===== config.mk =====
export PLATFORM = sky130hd
export DESIGN_NAME = bmp_bgr24_to_argb_decoder
export DESIGN_NICKNAME = d
export VERILOG_FILES = /design/src/rtl/bmpdec_pkg.sv /design/src/rtl/bmp_bgr24_to_argb_decoder.sv
export SDC_FILE = /design/constraint.sdc
export NUM_CORES = 1
export LEC_CHECK = 0
export ABC_AREA = 0
export BUFFER_PORTS_ARGS = -buffer_cell sky130_fd_sc_hd__buf_2
export CELL_PAD_IN_SITES_DETAIL_PLACEMENT = 1
export CELL_PAD_IN_SITES_GLOBAL_PLACEMENT = 2
export CORE_ASPECT_RATIO = 0.75
export CORE_MARGIN = 5
export CORE_UTILIZATION = 42
export DETAILED_ROUTE_END_ITERATION = 10
export PLACE_DENSITY = 0.83
export SLEW_MARGIN = 20
export SYNTH_ARGS = -nofsm -noshare
export SYNTH_HDL_FRONTEND = slang
export SYNTH_SLANG_ARGS = --single-unit

===== constraint.sdc =====
create_clock -name clk -period 16.8 [get_ports clk]
set_clock_uncertainty 0.15 [all_clocks]
set_input_delay 1.68 -clock clk [delete_from_list [all_inputs] [get_ports clk]]
set_output_delay 1.68 -clock clk [all_outputs]
set_load 0.02 [all_outputs]

===== src/rtl/bmpdec_pkg.sv =====
// bmpdec_pkg: shared constants and result type for the BMP 24-bit decoder.
// No dependencies; imported by the decoder top level and its checker.
`default_nettype none
package bmpdec_pkg;

  // Header layout: total header length and the stream positions at which
  // each little-endian field is complete.
  localparam logic [31:0] HEADER_BYTES = 32'd54;
  localparam logic [5:0]  POS_MAGIC    = 6'd1;
  localparam logic [5:0]  POS_OFFSET   = 6'd13;
  localparam logic [5:0]  POS_WIDTH    = 6'd21;
  localparam logic [5:0]  POS_HEIGHT   = 6'd25;
  localparam logic [5:0]  POS_PLANES   = 6'd27;
  localparam logic [5:0]  POS_DEPTH    = 6'd29;
  localparam logic [5:0]  POS_COMPR    = 6'd33;

  localparam logic [15:0] BMP_MAGIC    = 16'h4D42;
  localparam logic [15:0] BMP_PLANES   = 16'd1;
  localparam logic [15:0] BMP_DEPTH    = 16'd24;
  localparam logic [31:0] BI_RGB       = 32'd0;
  localparam logic [7:0]  ALPHA_OPAQUE = 8'hFF;

  // Status codes
  localparam logic [2:0] ST_OK          = 3'd0;
  localparam logic [2:0] ST_MAGIC       = 3'd1;
  localparam logic [2:0] ST_PLANES      = 3'd2;
  localparam logic [2:0] ST_DEPTH       = 3'd3;
  localparam logic [2:0] ST_COMPRESSION = 3'd4;
  localparam logic [2:0] ST_TOO_LARGE   = 3'd5;
  localparam logic [2:0] ST_TRUNCATED   = 3'd6;

  typedef struct packed {
    logic        pixel_valid;
    logic [11:0] dest_x;
    logic [11:0] dest_y;
    logic [31:0] argb;
    logic        end_of_file;
    logic [2:0]  status;
  } res_t;

endpackage
`default_nettype wire


===== src/rtl/bmp_bgr24_to_argb_decoder.sv =====
// bmp_bgr24_to_argb_decoder: byte-stream BMP (24-bit BGR) parser and pixel emitter.
// Depends on bmpdec_pkg (constants, result struct).
//
//  channel | ports                                             | handshake
//  --------+---------------------------------------------------+-----------------
//  in      | in_data_byte[7:0], in_last_byte                   | in_valid/in_ready
//  out     | out_pixel_valid, out_dest_x/y[11:0], out_argb,    | out_valid/out_ready
//          | out_end_of_file, out_status[2:0]                  |
//
// One byte per clock while in_ready is high: parser state and any result are both
// registered when a byte is taken, the result into the output register or the skid.
// The output side has a register plus one skid entry, so in_ready depends only
// on the skid entry and a waiting result does not stop input.
// Sustained rate is one byte per cycle as long as out_ready keeps up.
// Synchronous active-low reset clears parser and handshake state; there is
// no clearing pass. A byte marked last returns the parser to its reset state.
`default_nettype none
module bmp_bgr24_to_argb_decoder #(
  parameter int MAX_WIDTH  = 4096,
  parameter int MAX_HEIGHT = 4096
) (
  input  wire logic        clk,
  input  wire logic        rst_n,
  input  wire logic        in_valid,
  output logic             in_ready,
  input  wire logic [7:0]  in_data_byte,
  input  wire logic        in_last_byte,
  output logic             out_valid,
  input  wire logic        out_ready,
  output logic             out_pixel_valid,
  output logic [11:0]      out_dest_x,
  output logic [11:0]      out_dest_y,
  output logic [31:0]      out_argb,
  output logic             out_end_of_file,
  output logic [2:0]       out_status
);
  import bmpdec_pkg::*;

  localparam int WW = $clog2(MAX_WIDTH + 1);
  localparam int HW = $clog2(MAX_HEIGHT + 1);

  // Parser state
  logic [31:0]   pos_r, pos_nxt;          // saturating byte counter
  logic [31:0]   shift_r, shift_nxt;      // little-endian header collector
  logic [31:0]   offset_r, offset_nxt;
  logic [WW-1:0] width_r, width_nxt;
  logic [HW-1:0] height_r, height_nxt;
  logic          neg_height_r, neg_height_nxt;
  logic [15:0]   bg_r, bg_nxt;            // green, blue of pixel in progress
  logic [1:0]    bip_r, bip_nxt;          // byte in pixel
  logic [WW-1:0] col_r, col_nxt;
  logic [HW-1:0] row_r, row_nxt;
  logic [1:0]    pad_r, pad_nxt;
  logic          failed_r, failed_nxt;
  logic [2:0]    err_r, err_nxt;

  // Output register and skid entry
  res_t out_r, skid_r;
  logic out_valid_r, skid_valid_r;

  logic          in_fire, out_fire, has_result;
  logic [31:0]   shift_v, hmag;
  logic [15:0]   half;
  logic [WW-1:0] col_inc;
  logic [HW-1:0] py_full;
  logic          truncated;
  res_t          res;

  assign in_ready = !skid_valid_r;
  assign in_fire  = in_valid && in_ready;
  assign out_fire = out_valid_r && out_ready;

  assign shift_v = {in_data_byte, shift_r[31:8]};
  assign half    = shift_v[31:16];
  assign hmag    = shift_v[31] ? (32'd0 - shift_v) : shift_v;
  assign col_inc = col_r + WW'(1);
  assign py_full = neg_height_r ? row_r : (height_r - HW'(1) - row_r);

  always_comb begin
    pos_nxt        = pos_r;
    shift_nxt      = shift_r;
    offset_nxt     = offset_r;
    width_nxt      = width_r;
    height_nxt     = height_r;
    neg_height_nxt = neg_height_r;
    bg_nxt         = bg_r;
    bip_nxt        = bip_r;
    col_nxt        = col_r;
    row_nxt        = row_r;
    pad_nxt        = pad_r;
    failed_nxt     = failed_r;
    err_nxt        = err_r;
    res            = '0;

    if (!failed_r) begin
      if (pos_r < HEADER_BYTES) begin
        shift_nxt = shift_v;
        case (pos_r[5:0])
          POS_MAGIC: begin
            if (half != BMP_MAGIC) res.status = ST_MAGIC;
          end
          POS_OFFSET: begin
            offset_nxt = shift_v;
          end
          POS_WIDTH: begin
            if (shift_v[31] || shift_v > 32'(MAX_WIDTH)) res.status = ST_TOO_LARGE;
            else width_nxt = shift_v[WW-1:0];
          end
          POS_HEIGHT: begin
            if (hmag > 32'(MAX_HEIGHT)) begin
              res.status = ST_TOO_LARGE;
            end else begin
              height_nxt     = hmag[HW-1:0];
              neg_height_nxt = shift_v[31];
            end
          end
          POS_PLANES: begin
            if (half != BMP_PLANES) res.status = ST_PLANES;
          end
          POS_DEPTH: begin
            if (half != BMP_DEPTH) res.status = ST_DEPTH;
          end
          POS_COMPR: begin
            if (shift_v != BI_RGB) res.status = ST_COMPRESSION;
          end
          default: ;
        endcase
        if (res.status != ST_OK) begin
          failed_nxt = 1'b1;
          err_nxt    = res.status;
        end
      end else if (pos_r >= offset_r && row_r < height_r && width_r != '0) begin
        // Pixel data: drain row padding, else collect B, G, R.
        if (pad_r != 2'd0) begin
          pad_nxt = pad_r - 2'd1;
          if (pad_r == 2'd1) begin
            col_nxt = '0;
            row_nxt = row_r + HW'(1);
          end
        end else if (bip_r == 2'd0) begin
          bg_nxt  = {8'd0, in_data_byte};
          bip_nxt = 2'd1;
        end else if (bip_r == 2'd1) begin
          bg_nxt  = {in_data_byte, bg_r[7:0]};
          bip_nxt = 2'd2;
        end else begin
          res.pixel_valid = 1'b1;
          res.dest_x      = 12'(col_r);
          res.dest_y      = 12'(py_full);
          res.argb        = {ALPHA_OPAQUE, in_data_byte, bg_r};
          bip_nxt         = 2'd0;
          col_nxt         = col_inc;
          if (col_inc >= width_r) begin
            if (2'(width_r) == 2'd0) begin
              col_nxt = '0;
              row_nxt = row_r + HW'(1);
            end else begin
              pad_nxt = 2'(width_r);
            end
          end
        end
      end
    end

    if (pos_r != '1) pos_nxt = pos_r + 32'd1;

    // Truncation looks at the state after this byte.
    truncated = (pos_nxt < HEADER_BYTES) || (width_nxt != '0 && row_nxt < height_nxt);

    has_result = in_last_byte || res.pixel_valid || (res.status != ST_OK);

    if (in_last_byte) begin
      res.end_of_file = 1'b1;
      if (failed_nxt)     res.status = err_nxt;
      else if (truncated) res.status = ST_TRUNCATED;
      else                res.status = ST_OK;
      // Drop all parser state for the next file.
      pos_nxt        = '0;
      shift_nxt      = '0;
      offset_nxt     = '0;
      width_nxt      = '0;
      height_nxt     = '0;
      neg_height_nxt = 1'b0;
      bg_nxt         = '0;
      bip_nxt        = 2'd0;
      col_nxt        = '0;
      row_nxt        = '0;
      pad_nxt        = 2'd0;
      failed_nxt     = 1'b0;
      err_nxt        = ST_OK;
    end
  end

  // Parser registers
  always_ff @(posedge clk) begin
    if (!rst_n) begin
      pos_r        <= '0;
      shift_r      <= '0;
      offset_r     <= '0;
      width_r      <= '0;
      height_r     <= '0;
      neg_height_r <= 1'b0;
      bg_r         <= '0;
      bip_r        <= 2'd0;
      col_r        <= '0;
      row_r        <= '0;
      pad_r        <= 2'd0;
      failed_r     <= 1'b0;
      err_r        <= ST_OK;
    end else if (in_fire) begin
      pos_r        <= pos_nxt;
      shift_r      <= shift_nxt;
      offset_r     <= offset_nxt;
      width_r      <= width_nxt;
      height_r     <= height_nxt;
      neg_height_r <= neg_height_nxt;
      bg_r         <= bg_nxt;
      bip_r        <= bip_nxt;
      col_r        <= col_nxt;
      row_r        <= row_nxt;
      pad_r        <= pad_nxt;
      failed_r     <= failed_nxt;
      err_r        <= err_nxt;
    end
  end

  // Output register with one skid entry. A new result goes straight to the
  // output register when it is free or being drained, else into the skid.
  always_ff @(posedge clk) begin
    if (!rst_n) begin
      out_valid_r  <= 1'b0;
      skid_valid_r <= 1'b0;
    end else if (skid_valid_r) begin
      if (out_fire) begin
        out_r        <= skid_r;
        skid_valid_r <= 1'b0;
      end
    end else if (in_fire && has_result) begin
      if (!out_valid_r || out_fire) begin
        out_r       <= res;
        out_valid_r <= 1'b1;
      end else begin
        skid_r       <= res;
        skid_valid_r <= 1'b1;
      end
    end else if (out_fire) begin
      out_valid_r <= 1'b0;
    end
  end

  assign out_valid       = out_valid_r;
  assign out_pixel_valid = out_r.pixel_valid;
  assign out_dest_x      = out_r.dest_x;
  assign out_dest_y      = out_r.dest_y;
  assign out_argb        = out_r.argb;
  assign out_end_of_file = out_r.end_of_file;
  assign out_status      = out_r.status;

endmodule
`default_nettype wire


==> results.json, run 1 <==
{
  "h-tree-depth": 1,
  "hpwl_um": 37190,
  "setup_violations": 0,
  "root_buffer": "clkbuf_16",
  "drt-initial-drc-count": 1096,
  "syn_area_mm2": 0.01615,
  "fmax_mhz": 139.1,
  "fp.dieArea_mm2": 0.04252,
  "regToRegEndpoint": "out_status[1]",
  "hold_depth": 2,
  "drive_above_1_share": 0.1161,
  "drv_slew": 0,
  "die_h_um": 179.8,
  "initial_core_util": 0.4232,
  "pin_count": 76,
  "std_cell_rows": 62,
  "grt_pass1_wl_um": 84560,
  "ys_seq_elements": 273,
  "grt_start_max_net_pins": 65,
  "worstPathArrival_ns": 7.45,
  "synth_flop_cell": "dfxtp_1",
  "fin_crit_ns": 7.189,
  "required_ns": 17.06,
  "whs_endpoint": "col_r[12]",
  "ant_nets": 0,
  "status": "complete, no violations",
  "synth_edf_count": 106,
  "io_buffers": 75,
  "period_share": 0.4279,
  "ir_drop_mv": 0.1096,
  "path_clk_slew_ns": 0.06,
  "cts_buffers": 30,
  "crit_fanout": 13,
  "worstHoldStart": "col_r[12]",
  "p_seq_frac": 0.469,
  "comb_power_share": 0.077,
  "maxCapViolCount": 0,
  "syn_nets": 1963,
  "yosysSeqAreaShare": 0.4040,
  "drc": 0,
  "p_int_uw": 1116,
  "cts.path.max_buffers": 3,
  "antenna_found_initial": 0,
  "antenna_cells": 0,
  "hold_viol_final": 0,
  "cts_tree": "built",
  "clkPwrFrac": 0.454,
  "slew-limit-headroom": 0.2785,
  "cts_sinks": 273,
  "p_switching_uw": 378.9,
  "syn2layout_area_growth_pct": 10.40,
  "rrSetupSlack_ns": 9.61,
  "post_cts.repair.setup_buffers": 0,
  "grt_pass1_vias": 14570,
  "hold_buffers": 0,
  "p_per_area_mw_per_mm2": 83.82,
  "coreArea_mm2": 0.03817,
  "yosysWarnings": 0,
  "timing.rr.start": "col_r[0]",
  "cp-start-kind": "flop",
  "avgSynthCellArea_um2": 8.666,
  "fin_nets": 1953,
  "drt-wirelength-per-cell_um": 22.15,
  "drtPass1Iterations": 5,
  "grt_setup_unrepaired": "no",
  "ctsResizeCount": 0,
  "globalRouteOverflowTotal": 0,
  "gp_congestion": 0.9094,
  "tns_ns": 0,
  "synth_cell_type_count": 88,
  "vias_per_cell": 5.939,
  "worstSkewPairLatency_ns": 0.58,
  "crit_type": "flop to flop",
  "cp-end-kind": "flop",
  "die_x_um": 236.5,
  "leakage_uw": 0.006861,
  "grt.total_usage": 0.2425,
  "reg2regPathDepth": 24,
  "async_flop_share": 0,
  "power_uw": 1495,
  "routed_wl_um": 52930,
  "swShare": 0.2535,
  "netlist_instances": 1864,
  "num_vias": 14190,
  "tightest_slew_ns": 1.072,
  "hp-class": "flop to flop"
}
power groups by stage:
| stage | Combinational, uW | Clock, uW | Sequential, uW |
|---|---|---|---|
| finish | 116 | 678 | 701 |
| global route | 125 | 724 | 702 |
| CTS | 115 | 694 | 701 |
| detailed placement | 114 | 0 | 716 |
| global placement | 113 | 0 | 715 |
| floorplan | 72.3 | 0 | 719 |
metrics by stage:
step                worst slack [ns]  hold slack, ns    util  std cells  instance area (um^2)
global placement               9.379          0.3071  0.4408       2334                 16820
detailed placement             9.190          0.3099  0.4408       2334                 16820
finish                         9.611          0.3172  0.4672       2390                 17830
global route                   9.131          0.3368  0.4672       2390                 17830
floorplan                      7.373          0.2943       -       1864                 16150
CTS                            9.659          0.3187  0.4671       2390                 17830
area by class of cell:
cell class	count	area, um^2
fill	4511	20330
inverter	95	359.1
sequential	273	6526
timing repair buffer	101	570.5
tap	512	640.6
clock buffer	34	765.7
clock inverter	22	235.2
multi-input combinational	1353	8735
critical path, stage by stage (launching register included):
cell and delay, ns:
dfxtp_1 0.42, ha_1 0.26, nand3_1 0.18, nor2_1 0.28, and3_1 0.28, and3_1 0.27, nand3_1 0.12, xnor2_1 0.16
ha_1 0.30, and3_1 0.19, nand4_1 0.11, a311oi_1 0.54, a21oi_1 0.30, nor2_1 0.73, nand4_1 0.46, nor2_1 0.25
xor2_1 0.16, ha_1 0.27, o21ai_0 0.18, a31oi_1 0.08, or3_1 0.38, a211o_1 0.29, a211oi_2 0.19, a31oi_1 0.23
o31ai_2 0.23
worst max-delay path by stage:
| stage | start | to | depth (start not counted) |
|---|---|---|---|
| floorplan | in_data_byte[2] | skid_r[0] | 11 |
| global placement | in_data_byte[7] | out_status[1] | 20 |
| detailed placement | in_data_byte[7] | out_status[1] | 20 |
| CTS | col_r[0] | out_status[1] | 24 |
| global route | col_r[0] | out_status[1] | 24 |
| finish | col_r[0] | out_status[1] | 24 |
sequential cells by signal, indices dropped and copies added (netlist names), 16 cells and up:
signal    flops
pos_r        32
out_argb     25
offset_r     32
bg_r         16
skid_r       53
shift_r      24
logic make-up (layout without fill, tap and decap cells):
kind of cell	Yosys count	in the layout	share of synthesized area
flops	273	273	0.4040
compound gates	424	424	0.1720
fa+ha+maj	86	86	0.06708
xor+xnor	48	48	0.02603
simple gates	725	725	0.2261
mux	70	70	0.04655
buf+inv	238	252	0.05817
per-layer routing:
layer / track usage / wire length, um / up-vias
met4: 0.03739 / 680 / 0
li1: - / - / 6720
met1: 0.3462 / 24430 / 7073
met2: 0.4000 / 24600 / 349
met3: 0.03661 / 3222 / 52
met5: 0 / 0 / -
synthesized netlist by cell type, types with 9 or more instances:
cell,n,share of area
a32oi_1,13,0.0070
nand4_1,38,0.015
xnor2_1,36,0.020
mux2_2,40,0.028
nor3b_1,18,0.0084
edfxtp_1,106,0.20
or4_1,9,0.0042
clkbuf_1,127,0.030
xor2_1,12,0.0065
nor4_1,31,0.012
dfxtp_1,167,0.21
o21a_1,9,0.0042
a21oi_1,129,0.040
a22oi_1,46,0.021
nor3_1,59,0.018
nor2b_1,18,0.0070
o31ai_1,19,0.0088
nand2_1,113,0.026
or3_1,17,0.0066
buf_4,9,0.0042
and3_1,23,0.0089
a21o_1,16,0.0074
inv_1,93,0.022
nand3b_1,12,0.0056
nand3_1,44,0.014
ha_1,85,0.066
a31oi_1,19,0.0074
and4_1,10,0.0054
a211oi_1,10,0.0046
o21ai_0,75,0.023
and2_1,43,0.017
nor2_1,256,0.059
a2bb2oi_1,13,0.0070
mux2i_1,29,0.018
layout by cell type (no fill, tap or decap), drive strengths merged, types with 39 or more instances in the layout:
master,n
dfxtp,167
nor3,64
buf,101
o21ai,79
nand2,113
nand4,39
edfxtp,106
a21oi,129
ha,85
mux2,41
and2,43
nor2,256
nand3,45
a22oi,46
inv,93
Power figures use the tool's default switching activity.
==> run 2, diff against run 1 <==
CORE_UTILIZATION = 39   (was 42)
PLACE_DENSITY = 0.78   (was 0.83)
clock period = 7.24 ns   (was 16.8 ns; I/O delays follow)
==> results.json, run 2 (synthesized netlist as in run 1, its figures left out) <==
{
  "pin_count": 76,
  "drv_slew": 0,
  "hold_buffers": 0,
  "fin_crit_ns": 6.715,
  "largest_reg_flops": 53,
  "cp-end-kind": "flop",
  "syn2layout_area_growth_pct": 11.59,
  "leakage_uw": 0.006943,
  "cts.path.max_buffers": 3,
  "final_common_cell": "nor2_1",
  "required_ns": 7.50,
  "grt_setup_unrepaired": "no",
  "fp.dieArea_mm2": 0.04563,
  "drive_above_1_share": 0.1218,
  "drt-wirelength-per-cell_um": 22.74,
  "setup_violations": 0,
  "ir_drop_mv": 0.2249,
  "maxCapViolCount": 0,
  "hp-class": "primary input to flop",
  "hold_viol_final": 0,
  "drc": 0,
  "gp_congestion": 0.8817,
  "hold_depth": 2,
  "period_share": 0.9275,
  "crit_type": "flop to flop",
  "coreArea_mm2": 0.04084,
  "p_per_area_mw_per_mm2": 200.9,
  "setup_slack_ns": 0.5252,
  "root_buffer": "clkbuf_16",
  "worstSkewPairLatency_ns": 0.59,
  "tightest_slew_ns": 1.057,
  "ant_nets": 0,
  "cts_sinks": 273,
  "grt.total_usage": 0.2329,
  "path_clk_slew_ns": 0.06,
  "num-fill-cells": 4753,
  "drtPass1Iterations": 5,
  "io_buffers": 75,
  "cts_tree": "built",
  "antenna_found_initial": 4,
  "fin_nets": 1956,
  "worstHoldStart": "out_ready",
  "rrSetupSlack_ns": 0.53,
  "h-tree-depth": 1,
  "fmax_mhz": 148.9,
  "tns_ns": 0,
  "grt_pass1_vias": 14320,
  "num_vias": 14200,
  "whs_endpoint": "skid_valid_r",
  "fin_util": 0.4414,
  "timing.rr.start": "col_r[0]",
  "grt_start_max_net_pins": 91,
  "die_x_um": 245.0,
  "post_cts.repair.setup_buffers": 0,
  "status": "complete, no violations",
  "vias_per_cell": 5.899,
  "routed_wl_um": 54760,
  "regMostFlops": "skid_r",
  "top_regs": "skid_r x53, offset_r x32, pos_r x32",
  "power_uw": 3622,
  "die_h_um": 186.3,
  "slew-limit-headroom": 0.2956,
  "globalRouteOverflowTotal": 0,
  "reg2regPathDepth": 27,
  "cp-start-kind": "flop",
  "antenna_cells": 0,
  "cts_buffers": 30,
  "std_cell_rows": 64,
  "hpwl_um": 39000,
  "worstPathArrival_ns": 6.98,
  "initial_core_util": 0.3955,
  "grt_pass1_wl_um": 84880,
  "place_ws_ns": 0.4294,
  "drt-initial-drc-count": 998,
  "final_cell_mix": "nor2_1, dfxtp_1, a21oi_1",
  "crit_fanout": 8,
  "regToRegEndpoint": "out_status[1]"
}
-- run 2: cell count changes in the layout (fill, tap and decap cells not counted), moves of 2 or more --
cell       delta
clkinv_1      -6
bufinv_16     +3
buf_12        +2
clkinv_2      -2
inv_1         +2
clkinv_8      -2
clkbuf_8      +2
-- run 2: worst max-delay path, cell delays in order (launching register included) --
cell and delay [ns]:
dfxtp_1 0.42, ha_1 0.27, nand3_1 0.20, nor2_2 0.25, and3_1 0.27, and3_1 0.27
nand3_1 0.11, xnor2_1 0.17, ha_1 0.31, and3_1 0.20, nand4_1 0.14, a311oi_2 0.47
a21oi_2 0.18, nor4b_1 0.34, buf_4 0.22, nand2_1 0.09, xnor2_1 0.14, ha_1 0.31
a21o_1 0.17, a21oi_1 0.15, nor2b_1 0.06, o211ai_1 0.15, a31oi_1 0.16, or3_1 0.41
a211o_1 0.30, a211oi_2 0.20, a31oi_1 0.22, o31ai_2 0.24
-- run 2: final cells by class --
class	count	area (um^2)	area share
multi-input cells	1353	8765	0.4863
flip-flops and latches	273	6526	0.3621
clock buffers	37	818.3	0.04540
well taps	528	660.6	0.03665
repair buffers	104	618.1	0.03429
inverters	95	359.1	0.01992
clock inverters	18	277.8	0.01541
-- run 2: how the worst max path moves through the flow --
stage          startpoint       endpoint  slack [ns]
3_3_place_gp     col_r[0]  out_status[1]        0.61
6_report         col_r[0]  out_status[1]        0.53
4_1_cts          col_r[0]  out_status[1]        0.32
3_5_place_dp     col_r[0]  out_status[1]        0.43
2_1_floorplan  shift_r[8]      skid_r[0]        0.86
5_1_grt          col_r[0]  out_status[1]        0.06
-- run 2: power by group --
part | internal (uW) | switching, uW | leakage, uW
Combinational | 74.9 | 201 | 0.00399
Clock | 1050 | 671 | 0.000520
Sequential | 1610 | 16.6 | 0.00243
Total | 2730 | 888 | 0.00694
-- run 2: metrics by stage --
stage | hold WS, ns | instances | instance area [um^2]
after floorplan | 0.2943 | 1864 | 16160
after global placement | 0.2902 | 2353 | 16900
after detailed placement | 0.3050 | 2353 | 16900
after CTS | 0.2838 | 2408 | 18000
after global routing | 0.2940 | 2408 | 18020
final | 0.3067 | 2408 | 18020
-- run 2: timing repair --
action                                  4_1_cts  5_1_grt
hold endpoints to repair                      0        0
resized for setup                             0        3
endpoints found under the setup margin        0        4
-- run 2: per-layer routing --
metal  global-route usage  part of all wire
met3              0.03443             0.042
met1               0.3359              0.49
met4              0.04172             0.018
met2               0.3799              0.45
met5                    0           0.00024
==> run 3, diff against run 2 <==
CORE_UTILIZATION = 40   (was 39)
CTS_BUF_LIST = sky130_fd_sc_hd__clkbuf_2 sky130_fd_sc_hd__clkbuf_4 sky130_fd_sc_hd__clkbuf_8   (was not set)
PLACE_DENSITY = 0.8   (was 0.78)
==> results.json, run 3 (synthesized netlist as in run 1, its figures left out) <==
{
  "hp-class": "primary input to flop",
  "hpwl_um": 38610,
  "ir_drop_mv": 0.1558,
  "tightest_slew_ns": 1.096,
  "fin_cells": 2433,
  "drt-wirelength-per-cell_um": 22.64,
  "p_per_area_mw_per_mm2": 196.6,
  "place_area_mm2": 0.01688,
  "antenna_cells": 0,
  "required_ns": 7.53,
  "fp.dieArea_mm2": 0.04454,
  "grt_pass1_vias": 14710,
  "post_cts.repair.setup_buffers": 0,
  "period_share": 0.9212,
  "path_clk_slew_ns": 0.07,
  "gp_congestion": 0.8538,
  "regMostFlops": "skid_r",
  "power_uw": 3531,
  "dp.cells": 2345,
  "cts_tree": "built",
  "drtPass1Iterations": 5,
  "hold_buffers": 0,
  "slew-limit-headroom": 0.2668,
  "crit_fanout": 8,
  "initial_core_util": 0.4066,
  "design_area_mm2": 0.01796,
  "syn2layout_area_growth_pct": 11.18,
  "drt-initial-drc-count": 1111,
  "cts_buffers": 48,
  "cp-end-kind": "flop",
  "crit_type": "flop to flop",
  "grt_setup_unrepaired": "no",
  "setup_violations": 0,
  "hold_viol_final": 0,
  "drv_slew": 0,
  "ant_nets": 0,
  "cts_sinks": 273,
  "std_cell_rows": 63,
  "fin_crit_ns": 6.670,
  "fin_nets": 1974,
  "holdWs_ns": 0.2752,
  "grt_start_max_net_pins": 83,
  "drc": 0,
  "grt_pass1_wl_um": 86860,
  "routed_wl_um": 55080,
  "status": "complete, no violations",
  "cp-start-kind": "flop",
  "drive_above_1_share": 0.1349,
  "cts.path.max_buffers": 3,
  "die_x_um": 242.0,
  "top_regs": "skid_r x53, offset_r x32, pos_r x32",
  "die_h_um": 184.0,
  "h-tree-depth": 2,
  "grt.total_usage": 0.2416,
  "globalRouteOverflowTotal": 0,
  "worstPathArrival_ns": 6.96,
  "leakage_uw": 0.006963,
  "maxCapViolCount": 0,
  "io_buffers": 75,
  "tns_ns": 0,
  "worstSkewPairLatency_ns": 0.61,
  "final_common_cell": "nor2_1",
  "largest_reg_flops": 53,
  "pin_count": 76,
  "antenna_found_initial": 0,
  "num-fill-cells": 4683,
  "fmax_mhz": 149.9,
  "vias_per_cell": 5.937,
  "num_vias": 14440,
  "ctsResizeCount": 0,
  "root_buffer": "clkbuf_8",
  "final_cell_mix": "nor2_1, dfxtp_1, a21oi_1",
  "coreArea_mm2": 0.03973
}
run 3: cell count changes in the layout (fill, tap and decap cells not counted), sizes merged:
| cell | delta |
|---|---|
| bufinv | -3 |
| clkbuf | +32 |
| clkinv | +6 |
| clkinvlp | -3 |
| inv | +1 |
run 3: final cells by class:
type	count	area, um^2	share of cell area
clock buffer	69	862.1	0.04800
clock inverter	19	201.4	0.01122
inverter	95	359.1	0.01999
multi-input combinational	1353	8755	0.4875
sequential	273	6526	0.3634
tap	520	650.6	0.03623
timing repair buffer	104	605.6	0.03372
run 3: where the power goes:
group / internal, uW / switching [uW] / leakage (uW)
Sequential: 1610 / 18.2 / 0.00243
Clock: 913 / 715 / 0.000554
Combinational: 74.7 / 200 / 0.00398
Total: 2600 / 933 / 0.00696
run 3: worst max-delay path: stages, from the launching register on:
cell      delay [ns]
dfxtp_1         0.42
ha_1            0.29
nand3_1         0.19
nor2_1          0.28
and3_1          0.29
and3_1          0.27
nand3_1         0.11
xnor2_1         0.16
ha_1            0.30
and3_1          0.21
o211ai_1        0.14
a311oi_2        0.37
a21oi_1         0.22
nor4b_1         0.35
buf_4           0.22
nand2_1         0.09
xnor2_1         0.14
ha_1            0.30
a21o_1          0.17
a21oi_1         0.15
nor2b_1         0.06
o211ai_1        0.18
a31oi_1         0.13
or3_1           0.38
a211o_1         0.30
a211oi_2        0.21
a31oi_1         0.20
o31ai_2         0.21
run 3: metal layers:
layer | vias up | part of all wire | wire [um] | GRT usage
met5 | - | 0 | 0 | 0
li1 | 6765 | - | - | -
met2 | 288 | 0.44 | 24340 | 0.3794
met1 | 7309 | 0.49 | 27200 | 0.3543
met3 | 82 | 0.043 | 2371 | 0.03445
met4 | 0 | 0.021 | 1169 | 0.05772
run 3: stage by stage:
stage          setup slack, ns    util
2_1_floorplan           0.8613       -
3_3_place_gp            0.7975  0.4249
3_5_place_dp            0.6533  0.4250
4_1_cts                 0.5079  0.4518
5_1_grt                0.03951  0.4521
6_report                0.5703  0.4521
run 3: worst paths after layout:
path / start / to / slack, ns / cells after the start
max: col_r[0] / out_status[1] / 0.57 / 27
min: out_ready / skid_valid_r / 0.28 / 2
max reg2reg: col_r[0] / out_status[1] / 0.57 / 27
min reg2reg: col_r[12] / col_r[12] / 0.33 / 2
